## config.mk

```make
export PLATFORM = sky130hd
export DESIGN_NAME = audio_peak_vu_bar_renderer_core
export DESIGN_NICKNAME = d
export VERILOG_FILES = /design/src/design/apvu_pkg.sv /design/src/design/apvu_front.sv /design/src/design/apvu_fifo.sv /design/src/design/apvu_render.sv /design/src/design/audio_peak_vu_bar_renderer_core.sv
export SDC_FILE = /design/constraint.sdc
export NUM_CORES = 1
export LEC_CHECK = 0
export BUFFER_PORTS_ARGS = -buffer_cell sky130_fd_sc_hd__buf_2
export CAP_MARGIN = 20
export CORE_ASPECT_RATIO = 1.25
export CORE_MARGIN = 10
export CORE_UTILIZATION = 37
export CTS_CLUSTER_SIZE = 12
export DETAILED_ROUTE_END_ITERATION = 6
export PLACE_DENSITY_LB_ADDON = 0.05
export SLEW_MARGIN = 20
export SYNTH_ARGS = -nofsm -noshare
export SYNTH_HDL_FRONTEND = slang
export SYNTH_SLANG_ARGS = --single-unit
```

## constraint.sdc

```tcl
create_clock -name clock -period 11.2 [get_ports clock]
set_input_delay 1.68 -clock clock [delete_from_list [all_inputs] [get_ports clock]]
set_output_delay 1.68 -clock clock [all_outputs]
set_load 0.05 [all_outputs]
```

## src/design/apvu_pkg.sv

```systemverilog
// Types, constants and the color wheel of the VU bar renderer.
package apvu_pkg;

   localparam int HALF_PIXELS = 13;

   localparam int SAMPLE_W    = 11;
   localparam int PEAK_W      = 10;
   localparam int HUE_W       = 8;
   localparam int COLOR_W     = 8;
   localparam int INDEX_W     = 5;
   localparam int HEIGHT_W    = 6;
   localparam int GAIN_PROD_W = 16;
   localparam int HEIGHT_GAIN = 45;
   localparam int HEIGHT_SHIFT = 10;
   localparam int CSR_IDX_W   = 1;

   localparam logic [SAMPLE_W-1:0] SAMPLE_LIMIT = SAMPLE_W'(1024);
   localparam logic [HUE_W-1:0]    START_HUE_RESET = HUE_W'(30);
   localparam logic [HUE_W-1:0]    END_HUE_RESET   = HUE_W'(150);

   localparam logic MODE_SAMPLE     = 1'b0;
   localparam logic MODE_WINDOW_END = 1'b1;

   typedef enum logic [CSR_IDX_W-1:0] {
      CSR_START_HUE = 1'b0,
      CSR_END_HUE   = 1'b1
   } csr_index_type;

   // level counter and level arithmetic
   localparam int LVL_W      = (HALF_PIXELS > 1) ? $clog2(HALF_PIXELS) : 1;
   localparam int IDX_CALC_W = INDEX_W + 2;
   localparam int STEP_W     = HUE_W + 1;
   localparam int ACC_W      = 14;
   localparam int LVL_DIV    = (HALF_PIXELS > 1) ? HALF_PIXELS - 1 : 1;
   localparam int RECIP_SHIFT = 20;
   localparam int RECIP_W    = RECIP_SHIFT + 1;
   localparam logic [RECIP_W-1:0] LVL_RECIP = RECIP_W'((2 ** RECIP_SHIFT) / LVL_DIV + 1);
   localparam int PROD_W     = ACC_W + RECIP_W;

   localparam int FIFO_DEPTH = 2;
   localparam int FIFO_PTR_W = 1;

   localparam logic [HUE_W-1:0] WHEEL_SPLIT_1 = HUE_W'(85);
   localparam logic [HUE_W-1:0] WHEEL_SPLIT_2 = HUE_W'(170);
   localparam logic [COLOR_W-1:0] COLOR_FULL  = COLOR_W'(255);

   typedef struct packed {
      logic                mode;
      logic [SAMPLE_W-1:0] sample;
   } req_type;

   typedef struct packed {
      logic [INDEX_W-1:0] pixel_index;
      logic [COLOR_W-1:0] red;
      logic [COLOR_W-1:0] green;
      logic [COLOR_W-1:0] blue;
      logic               last;
   } rsp_type;

   typedef struct packed {
      logic [HEIGHT_W-1:0] height;
      logic [HUE_W-1:0]    start_hue;
      logic [HUE_W-1:0]    end_hue;
   } frame_cmd_type;

   typedef struct packed {
      logic full;
      logic empty;
   } fifo_status_type;

   typedef struct packed {
      logic [COLOR_W-1:0] red;
      logic [COLOR_W-1:0] green;
      logic [COLOR_W-1:0] blue;
   } rgb_type;

   function automatic rgb_type wheel_rgb(input logic [HUE_W-1:0] pos);
      rgb_type             c;
      logic [HUE_W-1:0]    v;
      logic [COLOR_W-1:0]  v3;
      begin
         if (pos < WHEEL_SPLIT_1) begin
            v = pos;
         end else if (pos < WHEEL_SPLIT_2) begin
            v = pos - WHEEL_SPLIT_1;
         end else begin
            v = pos - WHEEL_SPLIT_2;
         end
         v3 = COLOR_W'({v, 1'b0}) + COLOR_W'(v);
         if (pos < WHEEL_SPLIT_1) begin
            c.red   = v3;
            c.green = COLOR_FULL - v3;
            c.blue  = '0;
         end else if (pos < WHEEL_SPLIT_2) begin
            c.red   = COLOR_FULL - v3;
            c.green = '0;
            c.blue  = v3;
         end else begin
            c.red   = '0;
            c.green = v3;
            c.blue  = COLOR_FULL - v3;
         end
         return c;
      end
   endfunction

endpackage

```

## src/design/apvu_front.sv

```systemverilog
// Front side: sample intake, window peak tracking, bar height and hue registers.
module apvu_front
   import apvu_pkg::*;
(
   input  logic                  clock,
   input  logic                  reset,
   input  logic                  req_valid,
   output logic                  req_ready,
   input  req_type               req_data,
   input  logic                  csr_write_en,
   input  logic [CSR_IDX_W-1:0]  csr_index,
   input  logic [HUE_W-1:0]      csr_wdata,
   input  fifo_status_type       fifo_status,
   output logic                  push,
   output frame_cmd_type         push_data
);

   logic [PEAK_W-1:0]      max_ff, max_in;
   logic [SAMPLE_W-1:0]    min_ff, min_in;
   logic [HUE_W-1:0]       start_hue_ff, end_hue_ff;
   logic                   accept;
   logic [PEAK_W-1:0]      p2p;
   logic [GAIN_PROD_W-1:0] gain_prod;

   assign req_ready = !fifo_status.full;
   assign accept    = req_valid && req_ready;
   assign push      = accept && (req_data.mode == MODE_WINDOW_END);

   always_comb begin
      max_in = max_ff;
      min_in = min_ff;
      if (accept) begin
         if (req_data.mode == MODE_WINDOW_END) begin
            max_in = '0;
            min_in = SAMPLE_LIMIT;
         end else if (req_data.sample < SAMPLE_LIMIT) begin
            if (req_data.sample[PEAK_W-1:0] > max_ff) begin
               max_in = req_data.sample[PEAK_W-1:0];
            end
            if (req_data.sample < min_ff) begin
               min_in = req_data.sample;
            end
         end
      end
   end

   // saturate at zero when the window saw nothing
   always_comb begin
      if (SAMPLE_W'(max_ff) > min_ff) begin
         p2p = PEAK_W'(SAMPLE_W'(max_ff) - min_ff);
      end else begin
         p2p = '0;
      end
      gain_prod = GAIN_PROD_W'(p2p) * GAIN_PROD_W'(HEIGHT_GAIN);
   end

   assign push_data.height    = gain_prod[HEIGHT_SHIFT +: HEIGHT_W];
   assign push_data.start_hue = start_hue_ff;
   assign push_data.end_hue   = end_hue_ff;

   always_ff @(posedge clock) begin
      if (reset) begin
         max_ff       <= '0;
         min_ff       <= SAMPLE_LIMIT;
         start_hue_ff <= START_HUE_RESET;
         end_hue_ff   <= END_HUE_RESET;
      end else begin
         max_ff <= max_in;
         min_ff <= min_in;
         if (csr_write_en) begin
            case (csr_index_type'(csr_index))
               CSR_START_HUE: start_hue_ff <= csr_wdata;
               CSR_END_HUE:   end_hue_ff   <= csr_wdata;
               default:       ;
            endcase
         end
      end
   end

endmodule

```

## src/design/apvu_fifo.sv

```systemverilog
// Frame command queue between the front and the render side.
module apvu_fifo
   import apvu_pkg::*;
(
   input  logic            clock,
   input  logic            reset,
   input  logic            push,
   input  frame_cmd_type   push_data,
   input  logic            pop,
   output frame_cmd_type   pop_data,
   output fifo_status_type status
);

   frame_cmd_type         entry_ff [FIFO_DEPTH];
   logic [FIFO_PTR_W-1:0] wptr_ff, rptr_ff;
   logic [FIFO_PTR_W:0]   count_ff;

   assign status.full  = (count_ff == (FIFO_PTR_W+1)'(FIFO_DEPTH));
   assign status.empty = (count_ff == '0);
   assign pop_data     = entry_ff[rptr_ff];

   always_ff @(posedge clock) begin
      if (push) begin
         entry_ff[wptr_ff] <= push_data;
      end
   end

   always_ff @(posedge clock) begin
      if (reset) begin
         wptr_ff  <= '0;
         rptr_ff  <= '0;
         count_ff <= '0;
      end else begin
         if (push) begin
            wptr_ff <= wptr_ff + 1'b1;
         end
         if (pop) begin
            rptr_ff <= rptr_ff + 1'b1;
         end
         case ({push, pop})
            2'b10:   count_ff <= count_ff + 1'b1;
            2'b01:   count_ff <= count_ff - 1'b1;
            default: ;
         endcase
      end
   end

endmodule

```

## src/design/apvu_render.sv

```systemverilog
// Render side: walks levels outward, one colored pixel per cycle unless stalled.
module apvu_render
   import apvu_pkg::*;
(
   input  logic            clock,
   input  logic            reset,
   input  fifo_status_type fifo_status,
   input  frame_cmd_type   pop_data,
   output logic            pop,
   output logic            rsp_valid,
   input  logic            rsp_ready,
   output rsp_type         rsp_data
);

   localparam logic [LVL_W-1:0] LAST_LVL = LVL_W'(HALF_PIXELS - 1);

   // pixel generator
   logic                     active_ff;
   logic [LVL_W-1:0]         lvl_ff;
   logic                     side_ff;
   logic signed [ACC_W-1:0]  acc_ff;
   logic [HEIGHT_W-1:0]      height_ff;
   logic [HUE_W-1:0]         hue_ff;
   logic signed [STEP_W-1:0] step_ff;

   // hue stage and output stage
   logic                     s1_valid_ff;
   logic [INDEX_W-1:0]       s1_idx_ff;
   logic                     s1_lit_ff;
   logic [HUE_W-1:0]         s1_hue_ff;
   logic                     s1_last_ff;
   logic                     rsp_valid_ff;
   rsp_type                  rsp_data_ff;

   logic                     advance;
   logic [IDX_CALC_W-1:0]    idx_full;
   logic                     acc_neg;
   logic [ACC_W-1:0]         acc_abs;
   logic [PROD_W-1:0]        quot_prod;
   logic [HUE_W-1:0]         quot;
   logic [HUE_W-1:0]         hue_in;
   rgb_type                  wheel_c;

   assign advance   = !rsp_valid_ff || rsp_ready;
   assign pop       = !active_ff && !fifo_status.empty;
   assign rsp_valid = rsp_valid_ff;
   assign rsp_data  = rsp_data_ff;

   always_comb begin
      if (side_ff) begin
         idx_full = IDX_CALC_W'(HALF_PIXELS) + IDX_CALC_W'(lvl_ff);
      end else begin
         idx_full = IDX_CALC_W'(HALF_PIXELS - 1) - IDX_CALC_W'(lvl_ff);
      end
   end

   // level offset: acc holds lvl*(end-start); divide by HALF_PIXELS-1
   // through a reciprocal multiply, truncating toward zero
   always_comb begin
      acc_neg   = acc_ff[ACC_W-1];
      acc_abs   = acc_neg ? ACC_W'(-acc_ff) : ACC_W'(acc_ff);
      quot_prod = PROD_W'(acc_abs) * PROD_W'(LVL_RECIP);
      quot      = quot_prod[RECIP_SHIFT +: HUE_W];
      hue_in    = acc_neg ? (hue_ff - quot) : (hue_ff + quot);
   end

   assign wheel_c = wheel_rgb(s1_hue_ff);

   always_ff @(posedge clock) begin
      if (pop) begin
         height_ff <= pop_data.height;
         hue_ff    <= pop_data.start_hue;
         step_ff   <= STEP_W'(pop_data.end_hue) - STEP_W'(pop_data.start_hue);
      end
      if (advance) begin
         s1_idx_ff  <= idx_full[INDEX_W-1:0];
         s1_lit_ff  <= (HEIGHT_W'(lvl_ff) < height_ff);
         s1_hue_ff  <= hue_in;
         s1_last_ff <= side_ff && (lvl_ff == LAST_LVL);
         rsp_data_ff.pixel_index <= s1_idx_ff;
         rsp_data_ff.last        <= s1_last_ff;
         if (s1_lit_ff) begin
            rsp_data_ff.red   <= wheel_c.red;
            rsp_data_ff.green <= wheel_c.green;
            rsp_data_ff.blue  <= wheel_c.blue;
         end else begin
            rsp_data_ff.red   <= '0;
            rsp_data_ff.green <= '0;
            rsp_data_ff.blue  <= '0;
         end
      end
   end

   always_ff @(posedge clock) begin
      if (reset) begin
         active_ff    <= 1'b0;
         lvl_ff       <= '0;
         side_ff      <= 1'b0;
         acc_ff       <= '0;
         s1_valid_ff  <= 1'b0;
         rsp_valid_ff <= 1'b0;
      end else begin
         if (advance) begin
            s1_valid_ff  <= active_ff;
            rsp_valid_ff <= s1_valid_ff;
         end
         if (pop) begin
            active_ff <= 1'b1;
            lvl_ff    <= '0;
            side_ff   <= 1'b0;
            acc_ff    <= '0;
         end else if (advance && active_ff) begin
            if (!side_ff) begin
               side_ff <= 1'b1;
            end else begin
               side_ff <= 1'b0;
               if (lvl_ff == LAST_LVL) begin
                  active_ff <= 1'b0;
               end else begin
                  lvl_ff <= lvl_ff + 1'b1;
                  acc_ff <= acc_ff + ACC_W'(step_ff);
               end
            end
         end
      end
   end

endmodule

```

## src/design/audio_peak_vu_bar_renderer_core.sv

```systemverilog
// Top level of the peak-to-peak VU meter that renders a center-mirrored LED bar.
//
//   channel   direction  handshake              payload
//   req_      in         req_valid / req_ready  req_type  (mode, sample)
//   rsp_      out        rsp_valid / rsp_ready  rsp_type  (pixel_index, r, g, b, last)
//   csr_      in         csr_write_en           csr_index, csr_wdata (hue registers)
//
// Samples are taken one per cycle; req_ready drops only while the frame queue is full.
// A window-end item queues one frame command; the render side emits 2*HALF_PIXELS
// pixels at one per cycle while rsp_ready does not stall it, takes the next command
// only once the frame is done, and rsp_valid follows a pop via the hue and output stages.
// Reset (synchronous, active high) empties the window and sets the hues to 30 and 150.
// A low rsp_ready with rsp_valid high freezes the render stages and holds the pixel on rsp_.
module audio_peak_vu_bar_renderer_core
   import apvu_pkg::*;
(
   input  logic                 clock,
   input  logic                 reset,
   input  logic                 req_valid,
   output logic                 req_ready,
   input  req_type              req_data,
   output logic                 rsp_valid,
   input  logic                 rsp_ready,
   output rsp_type              rsp_data,
   input  logic                 csr_write_en,
   input  logic [CSR_IDX_W-1:0] csr_index,
   input  logic [HUE_W-1:0]     csr_wdata
);

   // front to queue
   logic            push;
   frame_cmd_type   push_data;
   // queue to render side
   logic            pop;
   frame_cmd_type   pop_data;
   fifo_status_type fifo_status;

   // Track the window peaks, form the bar height at window end and push it
   // with the current hue range.
   apvu_front u_front (
      .clock        (clock),
      .reset        (reset),
      .req_valid    (req_valid),
      .req_ready    (req_ready),
      .req_data     (req_data),
      .csr_write_en (csr_write_en),
      .csr_index    (csr_index),
      .csr_wdata    (csr_wdata),
      .fifo_status  (fifo_status),
      .push         (push),
      .push_data    (push_data)
   );

   // Hold pending frames so sampling continues while a frame drains.
   apvu_fifo u_fifo (
      .clock     (clock),
      .reset     (reset),
      .push      (push),
      .push_data (push_data),
      .pop       (pop),
      .pop_data  (pop_data),
      .status    (fifo_status)
   );

   // Walk levels from the center outward, color lit levels from the wheel.
   apvu_render u_render (
      .clock       (clock),
      .reset       (reset),
      .fifo_status (fifo_status),
      .pop_data    (pop_data),
      .pop         (pop),
      .rsp_valid   (rsp_valid),
      .rsp_ready   (rsp_ready),
      .rsp_data    (rsp_data)
   );

endmodule

```

==> impl_results.md, run 1 <==
* Final Instance Area at 15,000 sq um
* Post-synthesis instance area at about 14,000 sq um
* Worst-margin pin slew at about 1000 ps
* Startpoint Class: flop
* Yosys top cell area share at 0.248
* DP Area at 14,400 sq um
* Max-slew headroom at 0.335
* Worst Hold Path EP: u_render.rsp_data[26]
* Most frequent cells after synthesis: 203 x ha_1, 201 x inv_1, 112 x edfxtp_1
* Leakage at about 7.0 nW
* Ports at 58
* Power Total at roughly 3.8 mW
* Initial core utilization at 0.374
* Worst setup path class: reg -> reg
* Hold WC Path Type: reg -> reg
* Peak per-stage delay on the critical path at approximately 660 ps
* Status: completed
* CTS Hold Bufs at 0
* Die Footprint at 44,700 sq um
* Final Hold Vio Count at 0
* Hold Path Cell Cnt at 0
* Worst-path clk slew at approximately 70 ps
* Reg-to-reg setup timing slack at about 2100 ps
* Input/output buffers at 57
* Final slew viol count at 0
* Final Net Count at 1,673
* Clk_lat worst skew at around 450 ps
* DR pass1 iterations at 4
* Routed wire length at roughly 28,000 um
* Slowest-stage cell, CP: dfxtp_1
* Crit. End Element: flop
* Antenna violations before repair at 0
* Post-synthesis cell count at 1,318
* Ant diodes at 0
* First-pass GRT wire length at 47,000 um
* EDFF count, synth at 112
* H-tree depth at 4
* CTS Buf Count at 17
* Worst endpoint required time at about 11,000 ps
* Wirelength per Cell at 15.0 um
* Largest net degree at the start of global routing at 47
* Crit path max fanout at 10
* Period minus WS final at 9120 ps
* Area growth, synth to finish at 10.6%
* Hold WS at just over 400 ps
* Clk sinks at about 180
* GRT Resource Usage Total at 0.131
* Achievable frequency at between 100 and 150 MHz
* Core Box Area at ~36,000 sq um
* Synth top area cells: edfxtp_1 25%, ha_1 19%, fa_1 11%
* Async set-reset flop share out of synthesis at 0
* Post-CTS sizing at 0
* Site Rows at slightly below 80
* Max cap viols at 0
* CTS tree: done
* Drt via density at 4.84
* Yosys warns at 0
* CP Data Arrival Time at 9320 ps
* RSZ-0062 raised after global routing: no
* R2R Path End: u_render.s1_hue_ff[7]
* Fraction of layout cells with a size suffix above 1 at 0.0946
* Fin util at 0.413
* Filler cells at 3,518
* DP Wirelength at 22,500 um
* Die X at 191 um
* Mean Syn Cell Area at between 10 and 15 sq um
* Skew final at ~13 ps
* # DRC at 0
* Min-delay src: u_render.s1_idx_ff[1]
* Register-to-Register Path Depth at 36
* Top FF cell, synth: edfxtp_1
* CTS root buf: clkbuf_16
* Initial DRC Count at 362
* CTS max path bufs at 2
* Syn Nets at 1,619
* Maximum vdd drop at 0.212 mV
* Netlist cell types at 63
* Most frequent cell after synthesis: ha_1
* GPL Wtd Cong at 0.778
* Cell taking the most area after synthesis: edfxtp_1
* Post-DRT Antenna Nets at 0
* Vias in the first global route at 9,400
* Via Count at 9,031
* Final setup viols at 0
* Pwr Density at 251 nW/um^2
* Grt total ovfl at 0
* #FFs+latches synth at 176
* Tcrit/Tclk final at 0.814
* Final total negative setup slack at 0 ps
* Number of post-CTS setup repair buffers at 0
* Die Height at 234 um
* Reg2reg start: u_render.acc_ff[0]
* Register area share after synthesis at 0.343
==> per-layer routing <==
| metal | up-vias | track usage | part of all wire |
|---|---|---|---|
| met4 | 0 | 0.0325 | 0.011 |
| met5 | - | 0 | 0 |
| met3 | 18 | 0.0241 | 0.020 |
| met1 | 4309 | 0.150 | 0.44 |
| li1 | 4645 | - | - |
| met2 | 59 | 0.244 | 0.53 |
==> cell families (layout without fill, tap and decap cells) <==
| kind of cell | Yosys count | in the layout | synth area share |
|---|---|---|---|
| AND/OR/NAND/NOR | 289 | 289 | 0.105 |
| adder cells (fa/ha/maj) | 275 | 275 | 0.294 |
| AO/OA/AOI/OAI | 237 | 237 | 0.119 |
| buffers and inverters | 234 | 301 | 0.0649 |
| flip-flops | 176 | 176 | 0.343 |
| XOR/XNOR | 77 | 77 | 0.0498 |
| multiplexers | 30 | 30 | 0.0238 |
==> worst max-delay path: cells and delay by family (launching register included) <==
kind                     cells  cell delay (ps)
adder cells (fa/ha/maj)      9             3710
AO/OA/AOI/OAI               10             1860
XOR/XNOR                     6             1410
AND/OR/NAND/NOR              8              880
flip-flops                   1              660
buffers and inverters        3              370
==> flip-flops by register name (all words and copies together), names as in the netlist, 6 cells and up, named ones only <==
register              flops
u_front.min_ff           11
u_render.hue_ff           8
u_render.height_ff        6
u_front.max_ff           10
u_render.rsp_data        30
u_front.end_hue_ff        8
u_front.start_hue_ff      8
u_fifo.entry_ff          44
u_render.s1_hue_ff        8
u_render.step_ff          9
u_render.acc_ff          14
==> layout make-up <==
type | instances | area [sq um] | share of cell area
inverter | 202 | 758 | 0.0507
timing repair buffer | 67 | 360 | 0.0241
sequential | 176 | 4640 | 0.310
clock buffer | 18 | 439 | 0.0293
tap | 480 | 601 | 0.0401
multi-input combinational | 908 | 8020 | 0.536
clock inverter | 14 | 145 | 0.00970
==> cell usage in the layout (no fill, tap or decap), types with 19 or more instances in the layout <==
cell type and count:
ha_1 203, inv_1 200, edfxtp_1 112, nand2_1 76, nor2_1 73, fa_1 72, a21oi_1 67, dfxtp_1 64
buf_2 57, xnor2_1 54, o21ai_0 43, xor2_1 23, nor3_1 20, nand3_1 19
==> stage by stage <==
stage | worst slack (ps) | instances
after floorplan | 2840 | 1318
after global placement | 2150 | 1833
after detailed placement | 1960 | 1833
after CTS | 1950 | 1865
after global routing | 1210 | 1865
final | 2080 | 1865
==> worst max-delay path by stage <==
stage / startpoint / end / slack, ps
after floorplan: u_render.acc_ff[0] / u_render.s1_hue_ff[7] / 2840
after CTS: u_render.acc_ff[0] / u_render.s1_hue_ff[7] / 1950
after global routing: u_render.acc_ff[0] / u_render.s1_hue_ff[7] / 1210
after detailed placement: u_render.acc_ff[0] / u_render.s1_hue_ff[7] / 1960
final: u_render.acc_ff[0] / u_render.s1_hue_ff[7] / 2080
after global placement: u_render.acc_ff[0] / u_render.s1_hue_ff[7] / 2150
==> where the power goes <==
part / total [mW] / switching (mW) / internal, mW
registers: 1.06 / 0.0950 / 0.968
logic: 2.11 / 1.26 / 0.844
clock network: 0.595 / 0.275 / 0.320
(Power assumes the default switching activity.)
==> run 2, diff against run 1 <==
- clock period: 11.2 -> 7.7 ns (I/O delays scaled with it)
==> run 2 against run 1 <==
The flow now finishes with violations (setup timing); wire length increased by 1.2%; global-route usage about the same; combinational power up 64%; worst hold slack gained 16 ps; power up 55%; register-to-register slack got worse by 2300 ps; largest power group unchanged; core utilization increased by 2.7 points; sequential power rose by 45%; first-iteration DRC count decreased by 12%; clock-buffer cell count decreased by 1; non-clock buffer count grew 87.
==> impl_results.md, run 2 (same netlist as run 1, synthesis figures left out) <==
* Startpoint Class: flop
* Grt total ovfl at 0
* Achievable frequency at around 130 MHz
* Die Height at 234 um
* Final total negative setup slack at -233 ps
* Pwr Density at 367 nW/um^2
* Wirelength per Cell at 14.5 um
* H-tree depth at 4
* Ports at 58
* Register-to-Register Path Depth at 32
* Worst-margin pin slew at 957 ps
* Largest register FFs at 44
* Die Footprint at 44,700 sq um
* Min-delay src: u_render.s1_idx_ff[0]
* Final setup viols at 1
* Ant diodes at 0
* Period minus WS final at 7930 ps
* R2R Path End: u_render.s1_hue_ff[7]
* Commonest non-fill, non-tap cell in the layout: inv_1
* Worst endpoint required time at 7900 ps
* Top reg by flops: u_fifo.entry_ff
* # DRC at 0
* Peak per-stage delay on the critical path at 500 ps
* Fraction of layout cells with a size suffix above 1 at 0.178
* Reg-to-reg setup timing slack at -230 ps
* Site Rows at 78
* Routed wire length at between 20,000 and 30,000 um
* Area growth, synth to finish at 17.7%
* Final Net Count at 1,760
* RSZ-0062 raised after global routing: yes
* DP Wirelength at 23,100 um
* Leakage at around 7.5 nW
* Worst setup path class: reg -> reg
* CTS tree: done
* Family with the most delay on the worst path: adder cells
* Die X at 191 um
* Crit. End Element: flop
* Non-Filler Instances at ~2,000
* Worst-path clk slew at about 70 ps
* Antenna violations before repair at 0
* Critical Path Most Common Cell: fa_1
* Most frequent cells in the layout: 199 x inv_1, 198 x ha_1, 112 x edfxtp_1
* CP Data Arrival Time at 8130 ps
* Reg2reg start: u_render.acc_ff[5]
* Initial DRC Count at 319
* Multi-input gate area at 8320 sq um
* Slowest-stage cell, CP: fa_2
* CTS Buf Count at 17
* Skew final at roughly 17 ps
* Drt via density at between 4 and 5
* Vias in the first global route at 9,645
* Buf/Inv on CP at 3
* Final WS setup at -233 ps
* GRT Resource Usage Total at 0.131
* Worst Hold Path EP: u_render.rsp_data[25]
* Clk_lat worst skew at about 440 ps
* Max cap viols at 0
* Dpl cells at 1,914
* CTS max path bufs at 2
* Clk sinks at 176
* Via Count at 9,305
* Initial core utilization at 0.374
* GPL Wtd Cong at 0.799
* DR pass1 iterations at 5
* Status: finished with violations
* CTS Hold Bufs at 0
* Maximum vdd drop at 0.218 mV
* Crit path max fanout at 4
* First-pass GRT wire length at 47,300 um
* Final slew viol count at 0
* Filler cells at about 3,500
* Largest net degree at the start of global routing at 47
* Max-slew headroom at 0.355
* Seq. cell area at approximately 4700 sq um
* Core Box Area at 36,200 sq um
* Final Hold Vio Count at 0
* Tcrit/Tclk final at 1.03
* Hold WC Path Type: reg -> reg
* Hold Path Cell Cnt at 0
* Input/output buffers at between 50 and 60
* Violated checks: setup timing
* Post-DRT Antenna Nets at 0
* CTS root buf: clkbuf_16
==> run 2: changes by cell type in the layout (fill, tap and decap cells not counted), sizes merged <==
cell | before | now
bufinv | 1 | 0
buf | 67 | 154
clkbuf | 18 | 17
clkinvlp | 3 | 1
inv | 208 | 209
clkinv | 4 | 7
==> run 2: through the flow <==
step	hold slack (ps)	setup slack, ps	total power, mW	area, sq um	util
global placement	404	-395	4.87	15100	0.418
detailed placement	411	-515	4.91	15100	0.418
global route	444	-642	6.44	15900	0.440
finish	426	-233	5.85	15900	0.440
CTS	430	-377	5.81	15800	0.436
floorplan	400	-187	4.00	13700	-
==> run 2: worst max-delay path by stage <==
stage	from	to	slack (ps)	cells past startpoint
final	u_render.acc_ff[5]	u_render.s1_hue_ff[7]	-230	32
after global routing	u_render.acc_ff[5]	u_render.s1_hue_ff[7]	-640	35
after detailed placement	u_render.acc_ff[5]	u_render.s1_hue_ff[7]	-520	35
after global placement	u_render.acc_ff[5]	u_render.s1_hue_ff[7]	-390	35
after floorplan	u_render.acc_ff[5]	u_render.s1_hue_ff[7]	-190	35
after CTS	u_render.acc_ff[2]	u_render.s1_hue_ff[7]	-380	32
==> run 2: power by group <==
| group | internal [mW] | switching, mW | total [mW] |
|---|---|---|---|
| Sequential | 1.41 | 0.135 | 1.54 |
| Clock | 0.430 | 0.412 | 0.842 |
| Combinational | 1.51 | 1.95 | 3.46 |
==> run 2: final cells by class <==
cell class	instances	area share
Multi-Input combinational cell	908	0.522
Sequential cell	176	0.292
Timing Repair Buffer	154	0.0643
Inverter	202	0.0478
Tap cell	480	0.0377
Clock buffer	17	0.0267
Clock inverter	15	0.00935
==> run 2: routing by layer <==
layer  vias up  GRT usage  wire (um)
li1       4824          -          -
met5         -          0          0
met4         0     0.0496        715
met3        22     0.0216        647
met2        68      0.242      14900
met1      4391      0.148      12000
==> run 2: worst reg2reg max path, delay by kind of cell, from the launching register on <==
kind | cells | cell delay, ps
AO/OA/AOI/OAI | 5 | 940
AND/OR/NAND/NOR | 9 | 1890
flip-flops | 1 | 330
buffers and inverters | 3 | 190
adder cells (fa/ha/maj) | 8 | 3170
XOR/XNOR | 7 | 1190
==> run 2: repair_timing <==
item	in CTS	in global routing
hold endpoints to repair	0	0
pin swaps	12	11
gates resized for setup	10	24
endpoints found under the setup margin	4	6
buffers inserted	1	6
==> run 3, diff against run 2 <==
- BUFFER_PORTS_ARGS: -buffer_cell sky130_fd_sc_hd__buf_2 -> unset
- DONT_BUFFER_PORTS: unset -> 1
==> run 3 against run 2 <==
The run still ends with setup timing left; core utilization shrank 0.62 points; sequential power grew 17%; clock-buffer cell count grew 2; global-route usage grew 0.21 points; clock skew shrank 6.0 ps; final cell count shrank 2.6%; fmax shrank 1.2%; combinational power shrank 5%; largest cell class unchanged; die area is the same.
==> impl_results.md, run 3 (same netlist as run 1, synthesis figures left out) <==
* Largest net degree at the start of global routing at 47
* Die X at roughly 190 um
* CTS root buf: clkbuf_16
* Dpl ws at -522 ps
* Die Height at 234 um
* Fraction of layout cells with a size suffix above 1 at 0.149
* Final slew viol count at 0
* Worst-margin pin slew at ~1000 ps
* Ant diodes at 0
* Final WS setup at -332 ps
* Input/output buffers at 0
* Status: finished with violations
* Hold WC Path Type: reg -> reg
* Max-slew headroom at 0.334
* Via Count at between 9,000 and 10,000
* Vias in the first global route at 9,455
* Final Hold Vio Count at 0
* Reg-to-reg setup timing slack at -330 ps
* Drt via density at 4.81
* CTS Hold Bufs at 0
* Clk_lat worst skew at 440 ps
* Non-Filler Instances at 1,902
* First-pass GRT wire length at 47,900 um
* DR pass1 iterations at 6
* Commonest non-fill, non-tap cell in the layout: inv_1
* R2R Path End: u_render.s1_hue_ff[7]
* Core Box Area at about 36,000 sq um
* GPL Wtd Cong at 0.793
* Min-delay src: u_render.s1_idx_ff[4]
* RSZ-0062 raised after global routing: yes
* Maximum vdd drop at 0.205 mV
* Achievable frequency at 124 MHz
* Die Footprint at ~45,000 sq um
* CTS Buf Count at 17
* Period minus WS final at 8030 ps
* H-tree depth at 4
* Final Net Count at 1,710
* GRT Resource Usage Total at 0.133
* Leakage at 7.29 nW
* Worst-path clk slew at 70 ps
* Slowest-stage cell, CP: fa_1
* Clk sinks at 176
* Violated checks: setup timing
* Worst setup path class: reg -> reg
* Post-DRT Antenna Nets at 0
* Top reg by flops: u_fifo.entry_ff
* Initial DRC Count at 321
* CTS tree: done
* Register-to-Register Path Depth at 36
* Reg2reg start: u_render.acc_ff[5]
* Crit. End Element: flop
* Final setup viols at 2
* DP Wirelength at 23,200 um
* CTS max path bufs at 2
* Hold Path Cell Cnt at 0
* Worst endpoint required time at 7900 ps
* Antenna violations before repair at 0
* Startpoint Class: flop
* Routed wire length at 28,900 um
* Worst Hold Path EP: u_render.rsp_data[29]
* Hold WS at approximately 420 ps
* Dpl cells at 1,857
* Critical Path Most Common Cell: fa_1
* Grt total ovfl at 0
* Initial core utilization at 0.374
* Skew final at 10.9 ps
* CP Data Arrival Time at approximately 8200 ps
* # DRC at 0
* Crit path max fanout at 3
* Tcrit/Tclk final at 1.04
* Most frequent cells in the layout: 198 x inv_1, 196 x ha_1, 112 x edfxtp_1
* Site Rows at 78
* Pwr Density at between 300 and 400 nW/um^2
* Area growth, synth to finish at 16.0%
* Wirelength per Cell at 15.2 um
* Ports at 58
* Peak per-stage delay on the critical path at about 550 ps
* Largest register FFs at 44
* Max cap viols at 0
[run 3: worst max-delay path by stage]
stage / from / to / slack [ps] / cells past startpoint
final: u_render.acc_ff[5] / u_render.s1_hue_ff[7] / -330 / 36
after global routing: u_render.acc_ff[5] / u_render.s1_hue_ff[7] / -690 / 33
after CTS: u_render.acc_ff[3] / u_render.s1_hue_ff[7] / -380 / 32
after detailed placement: u_render.acc_ff[5] / u_render.s1_hue_ff[7] / -520 / 35
after global placement: u_render.acc_ff[5] / u_render.s1_hue_ff[7] / -410 / 35
after floorplan: u_render.acc_ff[5] / u_render.s1_hue_ff[7] / -190 / 35
[run 3: layer usage]
metal | global-route usage | wire length [um]
met1 | 0.151 | 12300
met2 | 0.247 | 15400
met3 | 0.0198 | 576
met4 | 0.0479 | 600
met5 | 0 | 0
[run 3: final cells by class]
cell class / count / area [sq um]
fill: 3562 / 20500
sequential: 176 / 4650
clock buffer: 19 / 433
multi-input combinational: 908 / 8340
tap: 480 / 601
inverter: 202 / 761
timing repair buffer: 104 / 800
clock inverter: 13 / 120
[run 3: stage by stage]
stage | util | TNS [ps] | area, sq um | total power, mW
6_report | 0.434 | -569 | 15700 | 5.91
5_1_grt | 0.434 | -1780 | 15700 | 6.48
4_1_cts | 0.429 | -697 | 15500 | 5.89
3_5_place_dp | 0.410 | -868 | 14800 | 4.85
3_3_place_gp | 0.410 | -605 | 14800 | 4.80
2_1_floorplan | - | -187 | 13700 | 4.00
[run 3: timing repair]
action / in CTS / in global routing
pin swaps: 23 / 7
buffers inserted: 7 / 6
endpoints found under the setup margin: 4 / 6
resized for setup: 18 / 22
[run 3: critical path: cells and delay by family (launching register included)]
kind	cells	cell delay [ps]
AO/OA/AOI/OAI	10	1510
XOR/XNOR	7	970
adder cells (fa/ha/maj)	9	3450
buffers and inverters	3	210
flip-flops	1	330
AND/OR/NAND/NOR	7	1300
[run 3: report_power, final]
part           leakage (nW)  internal, mW  switching (mW)
sequential             1.62          1.42           0.385
clock                 0.266         0.426           0.404
combinational          5.40          1.56            1.72
total                  7.29          3.40            2.50
